$ cat config.mk
export PLATFORM = sky130hd
export DESIGN_NAME = direction_to_four_channel_pwm
export DESIGN_NICKNAME = d
export VERILOG_FILES = /design/src/dtfc_pkg.sv /design/src/dtfc_cmd_decode.sv /design/src/dtfc_pwm_tick.sv /design/src/direction_to_four_channel_pwm.sv
export SDC_FILE = /design/constraint.sdc
export NUM_CORES = 1
export LEC_CHECK = 0
export ABC_AREA = 1
export BUFFER_PORTS_ARGS = -buffer_cell sky130_fd_sc_hd__buf_2
export CORE_UTILIZATION = 60
export CTS_CLUSTER_DIAMETER = 200
export CTS_CLUSTER_SIZE = 20
export DETAILED_ROUTE_END_ITERATION = 10
export PLACE_DENSITY = 0.85
export REMOVE_ABC_BUFFERS = 1
export SETUP_SLACK_MARGIN = 0.4
export SLEW_MARGIN = 20
export SYNTH_ARGS = -nofsm -noshare
export SYNTH_HDL_FRONTEND = slang
export SYNTH_HIERARCHICAL = 1
export SYNTH_SLANG_ARGS = --single-unit
$ cat constraint.sdc
create_clock -name clk -period 6.8 [get_ports clk]
set_input_delay 2.04 -clock clk [delete_from_list [all_inputs] [get_ports clk]]
set_output_delay 2.04 -clock clk [all_outputs]
set_load 0.05 [all_outputs]
$ cat src/dtfc_pkg.sv
// Shared types, constants and duty arithmetic for the four-channel PWM drive.
`timescale 1ns / 1ps
`default_nettype none

package dtfc_pkg;

  localparam int unsigned DUTY_W = 8;
  localparam int unsigned DIR_W  = 8;
  localparam int unsigned NUM_DIRS = 16;

  localparam logic [DUTY_W-1:0] PERIOD_TOP_RESET = 8'd100;
  localparam logic [DIR_W-1:0]  DIR_STATIONARY   = 8'd31;

  // Light bits: head, tail, right indicator, left indicator.
  localparam logic [3:0] L_NONE = 4'b0000;
  localparam logic [3:0] L_HEAD = 4'b0001;
  localparam logic [3:0] L_TAIL = 4'b0010;
  localparam logic [3:0] L_RIND = 4'b0100;
  localparam logic [3:0] L_LIND = 4'b1000;

  // Beat kinds.
  localparam logic KIND_TICK    = 1'b0;
  localparam logic KIND_COMMAND = 1'b1;

  typedef enum logic [2:0] {
    T_ZERO   = 3'd0,
    T_FULL   = 3'd1,
    T_HALF   = 3'd2,
    T_THIRD  = 3'd3,
    T_DOUBLE = 3'd4,
    T_FIFTH  = 3'd5
  } term_sel_t;

  typedef struct packed {
    term_sel_t  lf;
    term_sel_t  lr;
    term_sel_t  rf;
    term_sel_t  rr;
    logic [3:0] lights;
  } dir_entry_t;

  typedef struct packed {
    logic [DUTY_W-1:0] lf;
    logic [DUTY_W-1:0] lr;
    logic [DUTY_W-1:0] rf;
    logic [DUTY_W-1:0] rr;
  } duty_set_t;

  typedef struct packed {
    duty_set_t  duties;
    logic [3:0] lights;
  } cmd_decode_t;

  typedef struct packed {
    logic [DUTY_W-1:0] counter;
    logic [3:0]        motor;
  } pwm_state_t;

  localparam dir_entry_t DIR_TABLE [NUM_DIRS] = '{
    '{T_FULL,   T_ZERO,  T_FULL,   T_ZERO,  L_HEAD},
    '{T_ZERO,   T_FULL,  T_ZERO,   T_FULL,  L_TAIL},
    '{T_FULL,   T_ZERO,  T_HALF,   T_ZERO,  L_HEAD | L_RIND},
    '{T_HALF,   T_ZERO,  T_FULL,   T_ZERO,  L_HEAD | L_LIND},
    '{T_DOUBLE, T_ZERO,  T_THIRD,  T_ZERO,  L_HEAD | L_RIND},
    '{T_THIRD,  T_ZERO,  T_DOUBLE, T_ZERO,  L_HEAD | L_LIND},
    '{T_FULL,   T_ZERO,  T_FIFTH,  T_ZERO,  L_HEAD | L_RIND},
    '{T_FIFTH,  T_ZERO,  T_FULL,   T_ZERO,  L_HEAD | L_LIND},
    '{T_FULL,   T_ZERO,  T_ZERO,   T_FULL,  L_HEAD | L_RIND},
    '{T_ZERO,   T_FULL,  T_FULL,   T_ZERO,  L_HEAD | L_LIND},
    '{T_ZERO,   T_FULL,  T_ZERO,   T_HALF,  L_TAIL | L_RIND},
    '{T_ZERO,   T_HALF,  T_ZERO,   T_FULL,  L_TAIL | L_LIND},
    '{T_ZERO,   T_FULL,  T_ZERO,   T_THIRD, L_TAIL | L_RIND},
    '{T_ZERO,   T_THIRD, T_ZERO,   T_FULL,  L_TAIL | L_LIND},
    '{T_ZERO,   T_FULL,  T_ZERO,   T_FIFTH, L_TAIL | L_RIND},
    '{T_ZERO,   T_FIFTH, T_ZERO,   T_FULL,  L_TAIL | L_LIND}
  };

  // Reciprocal multiplies, exact for every 8-bit value.
  function automatic logic [DUTY_W-1:0] div3(input logic [DUTY_W-1:0] s);
    logic [16:0] p;
    p = {9'd0, s} * 17'd171;
    return p[16:9];
  endfunction

  function automatic logic [DUTY_W-1:0] div5(input logic [DUTY_W-1:0] s);
    logic [17:0] p;
    p = {10'd0, s} * 18'd205;
    return p[17:10];
  endfunction

  function automatic logic [DUTY_W-1:0] term(input term_sel_t sel,
                                             input logic [DUTY_W-1:0] s);
    logic [DUTY_W-1:0] r;
    case (sel)
      T_FULL:   r = s;
      T_HALF:   r = {1'b0, s[DUTY_W-1:1]};
      T_THIRD:  r = div3(s);
      T_FIFTH:  r = div5(s);
      T_DOUBLE: r = {s[DUTY_W-2:0], 1'b0};
      default:  r = '0;
    endcase
    return r;
  endfunction

endpackage

`default_nettype wire

$ cat src/dtfc_cmd_decode.sv
// Drive command decoder: direction code and speed to four duties and lights.
`timescale 1ns / 1ps
`default_nettype none

module dtfc_cmd_decode
  import dtfc_pkg::*;
(
  input  wire logic [DUTY_W-1:0] speed,
  input  wire logic [DIR_W-1:0]  direction,
  output cmd_decode_t            cmd
);

  dir_entry_t entry;

  always_comb begin
    entry = DIR_TABLE[direction[3:0]];
    if (direction < DIR_W'(NUM_DIRS)) begin
      cmd.duties.lf = term(entry.lf, speed);
      cmd.duties.lr = term(entry.lr, speed);
      cmd.duties.rf = term(entry.rf, speed);
      cmd.duties.rr = term(entry.rr, speed);
      cmd.lights    = entry.lights;
    end else begin
      // Stationary keeps both indicators lit; any other code goes dark.
      cmd.duties = '0;
      cmd.lights = (direction == DIR_STATIONARY) ? (L_RIND | L_LIND) : L_NONE;
    end
  end

endmodule

`default_nettype wire

$ cat src/dtfc_pwm_tick.sv
// PWM tick logic: pin toggles on duty match, period restart at the top value.
`timescale 1ns / 1ps
`default_nettype none

module dtfc_pwm_tick
  import dtfc_pkg::*;
(
  input  wire pwm_state_t        cur,
  input  wire duty_set_t         duties,
  input  wire logic [DUTY_W-1:0] period_top,
  output pwm_state_t             nxt
);

  logic [3:0] toggle;

  always_comb begin
    toggle[0] = (cur.counter == duties.lf);
    toggle[1] = (cur.counter == duties.lr);
    toggle[2] = (cur.counter == duties.rf);
    toggle[3] = (cur.counter == duties.rr);
    if (cur.counter == period_top) begin
      nxt.motor   = 4'hF;
      nxt.counter = '0;
    end else begin
      nxt.motor   = cur.motor ^ toggle;
      nxt.counter = cur.counter + DUTY_W'(1);
    end
  end

endmodule

`default_nettype wire

$ cat src/direction_to_four_channel_pwm.sv
// Top level of the four-channel PWM differential drive with light control.
// Usage:
//   The input channel (in_valid/in_ready) carries one beat per PWM tick
//   (in_kind = 0) or per drive command (in_kind = 1, with in_speed and
//   in_direction). Every input beat yields exactly one result beat on the
//   output channel (out_valid/out_ready): the four motor pin levels and the
//   four light levels after that beat has been applied.
//   The cfg_wr_en/cfg_wr_data port writes period_top; the user must write it
//   only while no beat is in flight, as the block itself does not enforce this.
//
// Pipeline and throughput:
//   A beat is captured in an input register; when it advances, the tick or
//   command logic updates the drive state and loads the result register,
//   which raises out_valid. One beat per cycle is sustained while out_ready
//   stays high; the rate is set by the single state update stage.
//
// Reset and stall:
//   Synchronous active-low reset clears the counter, duties, pins and lights
//   and sets period_top to 100. When the receiver stalls, the result register
//   holds its beat, the input register holds one more, and in_ready drops.

`timescale 1ns / 1ps
`default_nettype none

module direction_to_four_channel_pwm
  import dtfc_pkg::*;
(
  input  wire logic              clk,
  input  wire logic              rst_n,

  input  wire logic              cfg_wr_en,
  input  wire logic [DUTY_W-1:0] cfg_wr_data,

  input  wire logic              in_valid,
  output logic                   in_ready,
  input  wire logic              in_kind,
  input  wire logic [DUTY_W-1:0] in_speed,
  input  wire logic [DIR_W-1:0]  in_direction,

  output logic                   out_valid,
  input  wire logic              out_ready,
  output logic                   out_left_fwd_pin,
  output logic                   out_left_rev_pin,
  output logic                   out_right_fwd_pin,
  output logic                   out_right_rev_pin,
  output logic                   out_head_light,
  output logic                   out_tail_light,
  output logic                   out_right_indicator,
  output logic                   out_left_indicator
);

  // Input register stage.
  logic              s1_valid_r;
  logic              s1_kind_r;
  logic [DUTY_W-1:0] s1_speed_r;
  logic [DIR_W-1:0]  s1_dir_r;

  // Drive state.
  logic [DUTY_W-1:0] period_top_r;
  logic [DUTY_W-1:0] counter_r, counter_nxt;
  duty_set_t         duties_r, duties_nxt;
  logic [3:0]        motor_r, motor_nxt;
  logic [3:0]        lights_r, lights_nxt;

  // Result register.
  logic       out_valid_r;
  logic [3:0] out_motor_r;
  logic [3:0] out_lights_r;

  logic        out_load;
  logic        s1_fire;
  logic        in_fire;
  cmd_decode_t cmd;
  pwm_state_t  pwm_cur, pwm_nxt;

  // The result register takes a new beat when it is empty or being drained;
  // the input register then advances in the same cycle.
  assign out_load = !out_valid_r || out_ready;
  assign s1_fire  = s1_valid_r && out_load;
  assign in_ready = !s1_valid_r || out_load;
  assign in_fire  = in_valid && in_ready;

  dtfc_cmd_decode u_cmd_decode (
    .speed     (s1_speed_r),
    .direction (s1_dir_r),
    .cmd       (cmd)
  );

  assign pwm_cur.counter = counter_r;
  assign pwm_cur.motor   = motor_r;

  dtfc_pwm_tick u_pwm_tick (
    .cur        (pwm_cur),
    .duties     (duties_r),
    .period_top (period_top_r),
    .nxt        (pwm_nxt)
  );

  // A tick moves the counter and pins; a command reloads duties and lights.
  always_comb begin
    counter_nxt = counter_r;
    motor_nxt   = motor_r;
    duties_nxt  = duties_r;
    lights_nxt  = lights_r;
    if (s1_kind_r == KIND_TICK) begin
      counter_nxt = pwm_nxt.counter;
      motor_nxt   = pwm_nxt.motor;
    end else begin
      duties_nxt = cmd.duties;
      lights_nxt = cmd.lights;
    end
  end

  always_ff @(posedge clk) begin
    if (!rst_n) begin
      s1_valid_r   <= 1'b0;
      out_valid_r  <= 1'b0;
      period_top_r <= PERIOD_TOP_RESET;
      counter_r    <= '0;
      duties_r     <= '0;
      motor_r      <= '0;
      lights_r     <= '0;
    end else begin
      if (cfg_wr_en) begin
        period_top_r <= cfg_wr_data;
      end
      if (in_fire) begin
        s1_valid_r <= 1'b1;
      end else if (s1_fire) begin
        s1_valid_r <= 1'b0;
      end
      if (out_load) begin
        out_valid_r <= s1_valid_r;
      end
      if (s1_fire) begin
        counter_r <= counter_nxt;
        duties_r  <= duties_nxt;
        motor_r   <= motor_nxt;
        lights_r  <= lights_nxt;
      end
    end
  end

  // Payload registers carry no reset.
  always_ff @(posedge clk) begin
    if (in_fire) begin
      s1_kind_r  <= in_kind;
      s1_speed_r <= in_speed;
      s1_dir_r   <= in_direction;
    end
    if (s1_fire) begin
      out_motor_r  <= motor_nxt;
      out_lights_r <= lights_nxt;
    end
  end

  assign out_valid           = out_valid_r;
  assign out_left_fwd_pin    = out_motor_r[0];
  assign out_left_rev_pin    = out_motor_r[1];
  assign out_right_fwd_pin   = out_motor_r[2];
  assign out_right_rev_pin   = out_motor_r[3];
  assign out_head_light      = out_lights_r[0];
  assign out_tail_light      = out_lights_r[1];
  assign out_right_indicator = out_lights_r[2];
  assign out_left_indicator  = out_lights_r[3];

  // A tick at the period top forces every motor pin high and restarts.
  a_period_restart: assert property (@(posedge clk) disable iff (!rst_n)
    s1_fire && (s1_kind_r == KIND_TICK) && (counter_r == period_top_r)
    |=> (motor_r == 4'hF) && (counter_r == '0))
    else $error("period top did not restart the counter and set the pins");

  // A command never disturbs the counter or the motor pins.
  a_cmd_keeps_pwm: assert property (@(posedge clk) disable iff (!rst_n)
    s1_fire && (s1_kind_r == KIND_COMMAND)
    |=> $stable(counter_r) && $stable(motor_r))
    else $error("command changed the PWM counter or pins");

  // The stationary code lights both indicators and zeroes the duties.
  a_stationary: assert property (@(posedge clk) disable iff (!rst_n)
    s1_fire && (s1_kind_r == KIND_COMMAND) && (s1_dir_r == DIR_STATIONARY)
    |=> (lights_r == (L_RIND | L_LIND)) && (duties_r == '0))
    else $error("stationary command gave wrong lights or duties");

  // Back-pressure reaches the input only when both stages are occupied.
  a_ready_stall: assert property (@(posedge clk) disable iff (!rst_n)
    !in_ready |-> s1_valid_r && out_valid_r && !out_ready)
    else $error("input stalled with room in the pipeline");

  // A result beat follows the input stage that produced it.
  a_result_source: assert property (@(posedge clk) disable iff (!rst_n)
    s1_fire |=> out_valid_r)
    else $error("input stage advanced without loading a result");

endmodule

`default_nettype wire

**Word-level counts from Yosys, hierarchy flattened**

Memory sizes are Yosys's and may differ from the RTL's.
Cells that the tools add are included.

- Logic and storage cells: 72
- Register bits: 83
- Bits in latches: 0
- Output and inout bits: 10
- ROM bits: 256
- Bits in writable memories: 0
- Memories: 1

Memories:

| name | depth | bits a word | read ports | clocked after memory_dff | wr ports | line | RTL |
|---|---|---|---|---|---|---|---|
| (no name shown) | 16 | 16 | 1 | 0 | 0 | dtfc_cmd_decode.sv:16 | `entry = DIR_TABLE[direction[3:0]];` |

- Eq/ne operators: 26
- Multiplexer cells: 13
- Bitwise operators: 3
- Multiply operators: 2
- Reductions and logical operators: 9
- Add/sub/neg operators: 1
- Div/mod/pow operators: 0
- Order comparisons: 2
- Shifts and indexed selects: 0

Operators by type and width:

| operator | count |
|---|---|
| 8-bit case mux with 5 select lines | 4 |
| 8-bit == test | 5 |
| 36-bit 2-to-1 mux | 1 |
| 8-bit by 8-bit multiplier with 16-bit output, second input constant | 2 |
| 16-bit 2-to-1 mux | 2 |
| 3-bit by 2-bit == test with 1-bit output, second input constant | 8 |
| 3-bit == test, second input constant | 8 |
| 3-bit by 1-bit == test with 1-bit output, second input constant | 4 |
| 12-bit 2-to-1 mux | 1 |
| 4-bit 2-to-1 mux | 3 |
| 8-bit by 1-bit adder with 8-bit output, second input constant | 1 |
| 8-bit by 5-bit == test with 1-bit output, second input constant | 1 |
| 8-bit by 5-bit less-than comparator with 1-bit output, second input constant | 1 |
| 5-bit >= comparator, second input constant | 1 |
| 4-bit inverter with 5-bit output | 1 |
| 2-bit AND reduction | 2 |
| 4-bit XOR | 1 |
| 1-bit logical AND | 2 |
| 1-bit logical NOT | 2 |
| 1-bit logical OR | 2 |
| 1-bit 2-to-1 mux | 2 |
| 2-bit nonzero test | 1 |
| 1-bit inverter | 1 |

**Logic depth before layout (Yosys ltp)**

Gate-level depths: netlist (run 1).

- Depth after elaboration: 8
- Depth in mapped cells: 23
- Gate-level depth less buffers: 23

**Hierarchy**

The synthesis (run 1) kept the hierarchy.

By module, submodules not included:

| module | instances | sequential area each (µm²) | area each (µm²) | cells each |
|---|---|---|---|---|
| dtfc_cmd_decode | 1 | 0.0 | 4226.6 | 659 |
| direction_to_four_channel_pwm | 1 | 1911.8 | 3679.8 | 507 |
| dtfc_pwm_tick | 1 | 0.0 | 973.4 | 218 |

**Worst setup path after synthesis (run 1)**

OpenSTA, ideal clock, no wires.

- Path type: input to output
- Start point: input port out_ready
- End point: output port in_ready
- Arrival: 2.532 ns
- Cell stages on the path: 2
- Slack: 2.228 ns
- Path buffers: 0
- Cell sequence: inv_2 nand3_1

- Cells in the longest elaborated chain, start to end: 2

Ends and longest elaborated chain:

| item | line | RTL |
|---|---|---|
| start: declaration | direction_to_four_channel_pwm.sv:41 | `input wire logic out_ready,` |
| 1-bit logical OR | direction_to_four_channel_pwm.sv:78 | `assign out_load = !out_valid_r \|\| out_ready;` |
| 1-bit logical OR | direction_to_four_channel_pwm.sv:80 | `assign in_ready = !s1_valid_r \|\| out_load;` |
| end: declaration | direction_to_four_channel_pwm.sv:35 | `output logic in_ready,` |

Every way passes these cells.

**Worst setup path after layout (run 1)**

Ends and elaborated chain as after synthesis.

==> results.json, run 1 <==
{
  "post-route-drc-count": 0,
  "critical_path_peak_fanout": 3,
  "finalCoreUtilization_pct": 64.79,
  "routed_wire_length_per_instance_um": 12.83,
  "yosysUniqueCellTypes": 51,
  "gr-usage-all-layers_pct": 28.17,
  "sort_of_element_at_the_start_of_the_critical_path": "input port",
  "grt_use_met3_pct": 5.266,
  "syn-cell-area_mm2": 0.008880,
  "footprint_of_the_flip_flops_and_latches_mm2": 0.001912,
  "number_of_antenna_violations_at_the_first_check_in_global_routing": 0,
  "cts_setup_buffers": 0,
  "post-synth-top-area-fraction_pct": 15.43,
  "r2r_start": "s1_speed_r[1]",
  "cts_root_buffer": "sky130_fd_sc_hd__clkbuf_16",
  "tightestPinTransition_ps": 1021,
  "outcome": "completed",
  "grt-ovfl-total": 0,
  "areaGrowthSynthToFinish_pct": 5.636,
  "min-delay-start": "lights_r[1]",
  "vdd_ir_drop_max_v": 0.0001724,
  "route.vias.total": 8170,
  "clk_latency_ps": 350,
  "clock_tree.buffer_depth": 2,
  "finalWorstPathRequiredPeriod_ps": 4625,
  "fmax_mhz": 216.2,
  "whs_path_depth": 2,
  "ys.warnings.count": 6,
  "final.fill_count": 1333,
  "numClockSinks": 83,
  "multi_input_comb_area_mm2": 0.005487,
  "yosys_most_used_dff": "sky130_fd_sc_hd__dfxtp_1",
  "ctsHtreeMaxLevel": 3,
  "initial_core_util_pct": 61.33,
  "detail_route.first_pass.iterations": 6,
  "netlist.top_cell.by_area": "sky130_fd_sc_hd__nand2_1",
  "crit_top_cell": "sky130_fd_sc_hd__buf_2",
  "final_setup_fails": 0,
  "final_min_period_over_clock_period_pct": 68.02,
  "grt.busiest_layer": "met2",
  "min-delay-path-class": "reg -> reg",
  "dieArea_mm2": 0.01529,
  "route.final.wire_length_um": 20390,
  "timing.reg2reg.setup_slack_ps": 2310,
  "criticalPathCategory": "in -> out",
  "yosys_register_bits": 83,
  "synth_commonest_cells": "365 x sky130_fd_sc_hd__nand2_1, 307 x sky130_fd_sc_hd__inv_1, 151 x sky130_fd_sc_hd__nor2_1, 94 x sky130_fd_sc_hd__nand3_1, 85 x sky130_fd_sc_hd__ha_1",
  "die_outline_width_um": 123.7,
  "synth-compound-area-share_pct": 6.580,
  "async_flop_share_pct": 0,
  "io_pins": 40,
  "path_cells": "buf_2, inv_2, nand3_1, buf_2",
  "drive_gt1_share_pct": 8.470,
  "cellPowerDensity_mw_per_mm2": 212.6,
  "reg2regPathDepth": 20,
  "worstPathRequired_ps": 4760,
  "rsz0062_at_grt": "false",
  "numPortBuffers": 39,
  "count_leader_synth": "sky130_fd_sc_hd__nand2_1",
  "yosys.area_share.adder_pct": 16.71,
  "synth-edff-count": 25,
  "postSynthCellCount": 1384,
  "met1_usage_pct": 33.80,
  "worst_hold_slack_ps": 488.3,
  "timing.final.hold_violations": 0,
  "critical-path-max-stage-delay_ps": 250,
  "grt_start_max_net_pins": 58,
  "first_pass_grt_wire_length_um": 33840,
  "worst_clock_skew_ps": 6.339,
  "worstReg2RegEnd": "duties_r[29]",
  "antenna_diode_instance_count": 0,
  "end_kind": "primary output",
  "cp_max_stage_cell": "sky130_fd_sc_hd__buf_2",
  "syn_avg_cell_area_um2": 6.416,
  "combinational_family_with_the_most_area_after_synthesis": "simple AND/OR/NAND/NOR gates",
  "yosys.area_share.xor_xnor_pct": 2.269,
  "tritoncts_clock_tree": "done",
  "holdBufCountCts": 0,
  "cellLeakagePower_nw": 5.033,
  "dp.final_hpwl_um": 15680,
  "numCtsBuffers": 9,
  "final.setup.tns_ps": 0,
  "postCtsResizedCells": 0,
  "drtAntennaViolNets": 0,
  "avgViaCountPerCell": 5.142,
  "globalplace.congestion": 1.012,
  "finalNetCount": 1536,
  "critical_path_arrival_ps": 2590,
  "yosysSeqAreaShare_pct": 21.53,
  "floorplan.rows": 44,
  "yosys.area_share.simple_pct": 36.23,
  "synth_mux_area_share_pct": 0,
  "ys_top_cells_by_area": "sky130_fd_sc_hd__nand2_1 15%, sky130_fd_sc_hd__dfxtp_1 13%, sky130_fd_sc_hd__inv_1 13%",
  "timing.max_cap.violations": 0,
  "hold-path-endpoint": "lights_r[1]",
  "clock_pin_slew_on_the_worst_setup_and_hold_paths_ps": 60,
  "grtUsageMet2_pct": 48.82,
  "fp.dieH_um": 123.7,
  "slew-limit-headroom_pct": 31.96,
  "floorplan.core_area_mm2": 0.01448,
  "drt_iter0_drc": 571,
  "total_count_of_max_transition_violations_in_the_final_report": 0,
  "first_global_vias": 7469
}
[metrics by stage]
| step | instances | power [mW] | instance area (um2) | worst slack, ps |
|---|---|---|---|---|
| global placement | 1573 | 1.506 | 9095 | 2197 |
| finish | 1589 | 1.994 | 9380 | 2175 |
| CTS | 1589 | 1.999 | 9380 | 2174 |
| detailed placement | 1573 | 1.523 | 9095 | 2174 |
| global route | 1589 | 2.168 | 9380 | 1970 |
| floorplan | 1347 | 1.297 | 8647 | 2228 |
[flip-flops by register name, indices dropped and copies added (netlist names)]
name / flops
period_top_r: 8
counter_r: 8
out_lights_r: 4
lights_r: 4
s1_speed_r: 8
s1_kind_r: 1
duties_r: 32
out_valid: 1
s1_dir_r: 8
out_motor_r: 4
s1_valid_r: 1
motor_r: 4
[layout make-up]
cell class                      count  area share [%]
Multi-Input combinational cell    934           58.49
Sequential cell                    83           20.38
Inverter                          330           13.31
Tap cell                          184           2.454
Clock buffer                        9           2.401
Timing Repair Buffer               42           2.321
Clock inverter                      7          0.6403
[layout by cell type (no fill, tap or decap), types with 9 or more instances in the layout]
master	count
sky130_fd_sc_hd__nand2_1	365
sky130_fd_sc_hd__inv_1	307
sky130_fd_sc_hd__nor2_1	151
sky130_fd_sc_hd__nand3_1	94
sky130_fd_sc_hd__ha_1	85
sky130_fd_sc_hd__dfxtp_1	58
sky130_fd_sc_hd__nand4_1	52
sky130_fd_sc_hd__buf_2	39
sky130_fd_sc_hd__edfxtp_1	25
sky130_fd_sc_hd__o21ai_0	24
sky130_fd_sc_hd__a21oi_1	24
sky130_fd_sc_hd__fa_1	21
sky130_fd_sc_hd__inv_2	14
sky130_fd_sc_hd__xnor2_1	13
sky130_fd_sc_hd__nand3b_1	11
sky130_fd_sc_hd__xor2_1	10
sky130_fd_sc_hd__clkbuf_16	9
[worst max path at each step]
stage                             start  depth (start not counted)     endpoint  slack [ps]
final                         out_ready                          4     in_ready        2170
after CTS                     out_ready                          4     in_ready        2170
after detailed placement      out_ready                          4     in_ready        2170
after global routing      s1_speed_r[6]                         19  duties_r[5]        1970
after global placement        out_ready                          4     in_ready        2200
after floorplan               out_ready                          2     in_ready        2230
[critical path, delay by kind of cell]
kind / cells / cell delay (ps)
buffers and inverters: 3 / 430
AND/OR/NAND/NOR: 1 / 110
[metal layers]
layer	wire [um]	vias to the layer above
met5	0	-
li1	-	4300
met1	9079	3607
met4	653	0
met3	981	41
met2	9672	222
[power breakdown]
group,internal [mW],total (mW),switching [mW]
Clock,0.253,0.465,0.212
Sequential,0.542,0.580,0.0374
Combinational,0.326,0.949,0.624
[kinds of logic after synthesis]
family | Yosys count
DFF | 83
and+or+nand+nor | 714
AOI/OAI and AO/OA | 91
adders and majority gates | 106
buffers and inverters | 367
xor gates and xnor gates | 23
Note: power is estimated with default switching activity, not from simulation.
==> inputs of run 2 (changes only) <==
--- a/config.mk
+++ b/config.mk
@@ -7,11 +7,11 @@
 export LEC_CHECK = 0
 export ABC_AREA = 1
 export BUFFER_PORTS_ARGS = -buffer_cell sky130_fd_sc_hd__buf_2
-export CORE_UTILIZATION = 60
+export CORE_UTILIZATION = 58
 export CTS_CLUSTER_DIAMETER = 200
 export CTS_CLUSTER_SIZE = 20
 export DETAILED_ROUTE_END_ITERATION = 10
-export PLACE_DENSITY = 0.85
+export PLACE_DENSITY = 0.86
 export REMOVE_ABC_BUFFERS = 1
 export SETUP_SLACK_MARGIN = 0.4
 export SLEW_MARGIN = 20
==> constraint.sdc (replaced) <==
create_clock -name clk -period 4.1 [get_ports clk]
set_input_delay 1.23 -clock clk [delete_from_list [all_inputs] [get_ports clk]]
set_output_delay 1.23 -clock clk [all_outputs]
set_load 0.05 [all_outputs]
==> results.json, run 2 (synthesized netlist as in run 1, its figures left out) <==
{
  "drt_iter0_drc": 626,
  "path_cells": "ha_4, fa_1, fa_1, inv_1, fa_1, inv_2, ha_4, nand2_1, nand2_2, nand3_1, nand2_2, inv_2, nand2_1, nand2_2, nand3_1, nand3_1, nand2_1, inv_1, inv_1, nand4_1, nand2_1, nor2_1",
  "cp_max_stage_cell": "sky130_fd_sc_hd__edfxtp_1",
  "slew-limit-headroom_pct": 31.42,
  "worst_clock_skew_ps": 5.853,
  "sort_of_element_at_the_start_of_the_critical_path": "flop",
  "final.fill_count": 1207,
  "cellPowerDensity_mw_per_mm2": 385.0,
  "post_dp_cell_area_mm2": 0.009283,
  "final.setup.tns_ps": 0,
  "number_of_antenna_violations_at_the_first_check_in_global_routing": 0,
  "tritoncts_clock_tree": "done",
  "hold-path-endpoint": "lights_r[3]",
  "total_count_of_max_transition_violations_in_the_final_report": 0,
  "rsz0062_at_grt": "true",
  "initial_core_util_pct": 60.18,
  "detail_route.first_pass.iterations": 5,
  "dp.final_hpwl_um": 16600,
  "first_pass_grt_wire_length_um": 38170,
  "footprint_of_the_flip_flops_and_latches_mm2": 0.001912,
  "layout.cells.non_filler": 1627,
  "most-common-layout-cells": "342 x sky130_fd_sc_hd__nand2_1, 303 x sky130_fd_sc_hd__inv_1, 141 x sky130_fd_sc_hd__nor2_1",
  "numClockSinks": 83,
  "largest_reg_flops": 32,
  "critical_path_arrival_ps": 4260,
  "finalWorstPathRequiredPeriod_ps": 4017,
  "fmax_mhz": 248.9,
  "final_setup_fails": 0,
  "first_global_vias": 8264,
  "post-route-drc-count": 0,
  "clock_pin_slew_on_the_worst_setup_and_hold_paths_ps": 60,
  "place_inst": 1598,
  "worstReg2RegEnd": "duties_r[2]",
  "grt-ovfl-total": 0,
  "whs_path_depth": 2,
  "numCtsBuffers": 9,
  "ctsHtreeMaxLevel": 3,
  "tightestPinTransition_ps": 1029,
  "r2r_start": "s1_speed_r[1]",
  "largest-register": "duties_r",
  "crit_top_cell": "sky130_fd_sc_hd__nand2_1",
  "route.vias.total": 8587,
  "cts_root_buffer": "sky130_fd_sc_hd__clkbuf_16",
  "dieArea_mm2": 0.01581,
  "outcome": "completed",
  "min-delay-start": "lights_r[3]",
  "globalplace.congestion": 1.002,
  "floorplan.rows": 44,
  "gr-usage-all-layers_pct": 29.72,
  "timing.max_cap.violations": 0,
  "fp.dieH_um": 125.7,
  "io_pins": 40,
  "die_outline_width_um": 125.7,
  "finalNetCount": 1574,
  "end_kind": "flop",
  "final_cell_area_mm2": 0.01017,
  "floorplan.core_area_mm2": 0.01475,
  "clk_latency_ps": 350,
  "cellLeakagePower_nw": 5.280,
  "avgViaCountPerCell": 5.278,
  "power_mw": 3.914,
  "criticalPathCategory": "reg -> reg",
  "numPortBuffers": 39,
  "crit_buf_inv": 5,
  "multi_input_comb_area_mm2": 0.005952,
  "antenna_diode_instance_count": 0,
  "layout.cells.most_common": "sky130_fd_sc_hd__nand2_1",
  "grt_start_max_net_pins": 58,
  "clock_tree.buffer_depth": 2,
  "route.final.wire_length_um": 22440,
  "areaGrowthSynthToFinish_pct": 14.48,
  "drtAntennaViolNets": 0,
  "critical_path_peak_fanout": 4,
  "worstPathRequired_ps": 4340,
  "final_min_period_over_clock_period_pct": 97.98,
  "drive_gt1_share_pct": 16.29,
  "vdd_ir_drop_max_v": 0.0005119,
  "critical-path-max-stage-delay_ps": 530,
  "reg2regPathDepth": 22,
  "holdBufCountCts": 0,
  "min-delay-path-class": "reg -> reg",
  "timing.final.hold_violations": 0,
  "timing.reg2reg.setup_slack_ps": 80,
  "routed_wire_length_per_instance_um": 13.79,
  "cp_top_family": "adder cells"
}
run 2: cell count changes in the layout (fill, tap and decap cells not counted), sizes merged:
cell and delta:
clkbuf +2, buf +38, bufinv +1, inv -1
clkinv -2
run 2: layout make-up:
| type | count | share of cell area (%) |
|---|---|---|
| tap | 184 | 2.265 |
| sequential | 83 | 18.81 |
| clock inverter | 5 | 0.5785 |
| inverter | 330 | 12.28 |
| multi-input combinational | 934 | 58.55 |
| clock buffer | 11 | 2.388 |
| timing repair buffer | 80 | 5.132 |
run 2: worst reg2reg max path, cell delays in order (launching register included):
cell	delay, ps
sky130_fd_sc_hd__edfxtp_1	530
sky130_fd_sc_hd__ha_4	350
sky130_fd_sc_hd__fa_1	440
sky130_fd_sc_hd__fa_1	500
sky130_fd_sc_hd__inv_1	50
sky130_fd_sc_hd__fa_1	490
sky130_fd_sc_hd__inv_2	50
sky130_fd_sc_hd__ha_4	290
sky130_fd_sc_hd__nand2_1	80
sky130_fd_sc_hd__nand2_2	100
sky130_fd_sc_hd__nand3_1	110
sky130_fd_sc_hd__nand2_2	120
sky130_fd_sc_hd__inv_2	50
sky130_fd_sc_hd__nand2_1	80
sky130_fd_sc_hd__nand2_2	110
sky130_fd_sc_hd__nand3_1	110
sky130_fd_sc_hd__nand3_1	70
sky130_fd_sc_hd__nand2_1	60
sky130_fd_sc_hd__inv_1	40
sky130_fd_sc_hd__inv_1	40
sky130_fd_sc_hd__nand4_1	90
sky130_fd_sc_hd__nand2_1	110
sky130_fd_sc_hd__nor2_1	50
run 2: where the power goes:
group / total (mW) / internal [mW] / leakage, nW / switching, mW
sequential: 0.954 / 0.900 / 0.718 / 0.0541
clock: 0.826 / 0.491 / 0.150 / 0.336
combinational: 2.13 / 0.821 / 4.41 / 1.31
run 2: worst max-delay path by stage:
stage,depth (start not counted),end,start
after floorplan,20,duties_r[21],s1_speed_r[1]
after global placement,20,duties_r[13],s1_speed_r[1]
after detailed placement,20,duties_r[1],s1_speed_r[1]
after CTS,21,duties_r[0],s1_speed_r[1]
after global routing,21,duties_r[13],s1_speed_r[2]
final,22,duties_r[2],s1_speed_r[1]
run 2: routing by layer:
| layer | GRT usage (%) | vias up | wire (um) |
|---|---|---|---|
| li1 | - | 4386 | - |
| met1 | 34.72 | 3890 | 9610 |
| met2 | 52.97 | 249 | 10860 |
| met3 | 5.055 | 62 | 1081 |
| met4 | 14.03 | 0 | 895 |
| met5 | 0 | - | 0 |
run 2: timing repair:
action / in CTS / in global routing
endpoints found under the hold margin: 0 / 0
pin swaps: 59 / 21
cloned: 0 / 0
endpoints found under the setup margin: 28 / 28
buffers inserted: 10 / 3
gates resized for setup: 75 / 25
run 2: per-stage QoR:
step           setup slack, ps  hold slack, ps  util (%)
3_3_place_gp            0.1092           463.1     62.92
3_5_place_dp            -58.07           485.5     62.92
6_report                 82.75           493.9     68.90
5_1_grt                 -177.4           517.4     68.90
2_1_floorplan            195.9           451.0         -
4_1_cts                  197.8           493.4     68.09
==> inputs of run 3 (changes only) <==
--- a/config.mk
+++ b/config.mk
@@ -13,7 +13,6 @@
 export DETAILED_ROUTE_END_ITERATION = 10
 export PLACE_DENSITY = 0.86
 export REMOVE_ABC_BUFFERS = 1
-export SETUP_SLACK_MARGIN = 0.4
 export SLEW_MARGIN = 20
 export SYNTH_ARGS = -nofsm -noshare
 export SYNTH_HDL_FRONTEND = slang
==> results.json, run 3 (synthesized netlist as in run 1, its figures left out) <==
{
  "fmax_mhz": 249.0,
  "cellLeakagePower_nw": 5.256,
  "numPortBuffers": 39,
  "end_kind": "flop",
  "finalNetCount": 1570,
  "whs_path_depth": 2,
  "dieArea_mm2": 0.01581,
  "cp_max_stage_cell": "sky130_fd_sc_hd__fa_1",
  "holdBufCountCts": 0,
  "dp.final_hpwl_um": 16600,
  "critical_path_peak_fanout": 5,
  "ctsHtreeMaxLevel": 3,
  "total_count_of_max_transition_violations_in_the_final_report": 0,
  "layout.cells.most_common": "sky130_fd_sc_hd__nand2_1",
  "hold-path-endpoint": "lights_r[3]",
  "critical_path_arrival_ps": 4260,
  "timing.max_cap.violations": 0,
  "critical-path-max-stage-delay_ps": 500,
  "die_outline_width_um": 125.7,
  "globalplace.congestion": 1.002,
  "gr-usage-all-layers_pct": 28.75,
  "route.vias.total": 8523,
  "clk_latency_ps": 350,
  "worstPathRequired_ps": 4350,
  "fp.dieH_um": 125.7,
  "worst_clock_skew_ps": 6.631,
  "cts_root_buffer": "sky130_fd_sc_hd__clkbuf_16",
  "number_of_antenna_violations_at_the_first_check_in_global_routing": 0,
  "areaGrowthSynthToFinish_pct": 13.34,
  "rsz0062_at_grt": "true",
  "io_pins": 40,
  "multi_input_comb_area_mm2": 0.005884,
  "drive_gt1_share_pct": 15.36,
  "final_min_period_over_clock_period_pct": 97.94,
  "sort_of_element_at_the_start_of_the_critical_path": "flop",
  "initial_core_util_pct": 60.18,
  "tightestPinTransition_ps": 1026,
  "floorplan.core_area_mm2": 0.01475,
  "criticalPathCategory": "reg -> reg",
  "footprint_of_the_flip_flops_and_latches_mm2": 0.001912,
  "timing.final.hold_violations": 0,
  "tritoncts_clock_tree": "done",
  "post-route-drc-count": 0,
  "drt_iter0_drc": 615,
  "drtAntennaViolNets": 0,
  "final_setup_fails": 0,
  "outcome": "completed",
  "grt-ovfl-total": 0,
  "largest_reg_flops": 32,
  "slew-limit-headroom_pct": 31.60,
  "min-delay-start": "lights_r[3]",
  "layout.cells.non_filler": 1623,
  "floorplan.rows": 44,
  "routed_wire_length_per_instance_um": 13.72,
  "route.final.wire_length_um": 22280,
  "avgViaCountPerCell": 5.251,
  "most-common-layout-cells": "345 x sky130_fd_sc_hd__nand2_1, 304 x sky130_fd_sc_hd__inv_1, 142 x sky130_fd_sc_hd__nor2_1",
  "crit_buf_inv": 5,
  "numCtsBuffers": 9,
  "first_global_vias": 8060,
  "clock_tree.buffer_depth": 2,
  "final.fill_count": 1234,
  "r2r_start": "s1_speed_r[3]",
  "place_inst": 1598,
  "numClockSinks": 83,
  "min-delay-path-class": "reg -> reg",
  "timing.reg2reg.setup_slack_ps": 80,
  "cp_top_family": "adder cells",
  "finalWorstPathRequiredPeriod_ps": 4016,
  "cellPowerDensity_mw_per_mm2": 382.0,
  "antenna_diode_instance_count": 0,
  "vdd_ir_drop_max_v": 0.0003324,
  "worstReg2RegEnd": "duties_r[3]",
  "clock_pin_slew_on_the_worst_setup_and_hold_paths_ps": 60,
  "final.setup.tns_ps": 0,
  "path_cells": "buf_6, ha_4, fa_1, fa_1, inv_1, fa_1, inv_1, ha_4, nand2_1, nand2_1, a31oi_1, nand4_1, nand3_1, nand3b_1, nand2_1, inv_1, inv_1, nand4_1, nand2_1, nor2_1",
  "grt_start_max_net_pins": 58,
  "detail_route.first_pass.iterations": 5,
  "largest-register": "duties_r",
  "first_pass_grt_wire_length_um": 37050,
  "reg2regPathDepth": 20
}
run 3: cell types whose count changed in the layout (fill, tap and decap cells not counted), moves of 2 or more:
cell and change:
sky130_fd_sc_hd__ha_4 -4, sky130_fd_sc_hd__nand3_1 +4, sky130_fd_sc_hd__nand3_2 -4, sky130_fd_sc_hd__buf_4 -3
sky130_fd_sc_hd__ha_2 +3, sky130_fd_sc_hd__nand2_1 +3, sky130_fd_sc_hd__nand2_2 -3, sky130_fd_sc_hd__nor2_2 -2
run 3: how the worst max path moves through the flow:
stage	from	to	slack, ps	depth (start not counted)
final	s1_speed_r[3]	duties_r[3]	80	20
after global routing	s1_speed_r[2]	duties_r[11]	-140	20
after detailed placement	s1_speed_r[1]	duties_r[1]	-60	20
after CTS	s1_speed_r[2]	duties_r[11]	0.3	21
after floorplan	s1_speed_r[1]	duties_r[21]	200	20
after global placement	s1_speed_r[1]	duties_r[13]	0.1	20
run 3: final cells by class:
type | instances | share of cell area [%]
Multi-Input combinational cell | 934 | 58.47
Tap cell | 184 | 2.287
Timing Repair Buffer | 76 | 4.848
Inverter | 330 | 12.41
Clock inverter | 5 | 0.5843
Clock buffer | 11 | 2.412
Sequential cell | 83 | 19.00
run 3: power by group:
part / internal (mW) / leakage, nW / switching (mW)
registers: 0.900 / 0.718 / 0.0540
clock network: 0.491 / 0.150 / 0.338
logic: 0.783 / 4.39 / 1.28
total: 2.17 / 5.26 / 1.67
run 3: per-stage QoR:
| stage | power (mW) | worst slack, ps | utilization [%] | instance area, um2 | hold WS, ps |
|---|---|---|---|---|---|
| 3_3_place_gp | 2.549 | 0.1092 | 62.92 | 9283 | 463.1 |
| 6_report | 3.845 | 84.26 | 68.22 | 10060 | 494.6 |
| 5_1_grt | 4.115 | -139.1 | 68.22 | 10060 | 517.4 |
| 3_5_place_dp | 2.575 | -58.07 | 62.92 | 9283 | 485.5 |
| 2_1_floorplan | 2.151 | 195.9 | - | 8647 | 451.0 |
| 4_1_cts | 3.465 | 0.2593 | 65.61 | 9681 | 493.4 |
run 3: what timing repair did:
| item | in CTS | in global routing |
|---|---|---|
| setup endpoints to repair | 24 | 28 |
| setup buffers | 4 | 5 |
| gates resized for setup | 13 | 73 |
| pin swaps | 9 | 59 |
run 3: worst register-to-register path: stages (launching register included):
cell and delay, ps:
sky130_fd_sc_hd__edfxtp_1 490, sky130_fd_sc_hd__buf_6 180, sky130_fd_sc_hd__ha_4 270, sky130_fd_sc_hd__fa_1 440
sky130_fd_sc_hd__fa_1 500, sky130_fd_sc_hd__inv_1 50, sky130_fd_sc_hd__fa_1 370, sky130_fd_sc_hd__inv_1 110
sky130_fd_sc_hd__ha_4 230, sky130_fd_sc_hd__nand2_1 70, sky130_fd_sc_hd__nand2_1 80, sky130_fd_sc_hd__a31oi_1 180
sky130_fd_sc_hd__nand4_1 290, sky130_fd_sc_hd__nand3_1 180, sky130_fd_sc_hd__nand3b_1 90, sky130_fd_sc_hd__nand2_1 70
sky130_fd_sc_hd__inv_1 40, sky130_fd_sc_hd__inv_1 50, sky130_fd_sc_hd__nand4_1 90, sky130_fd_sc_hd__nand2_1 90
sky130_fd_sc_hd__nor2_1 50
run 3: layer usage:
metal  GRT usage [%]  share of wire [%]  vias to the layer above  wire, um
met1           33.98                 43                     3792      9478
met3           5.268                5.3                       74      1190
met2           50.85                 48                      279     10690
li1                -                  -                     4378         -
met4           12.69                4.1                        0       914
met5               0                  0                        -         0
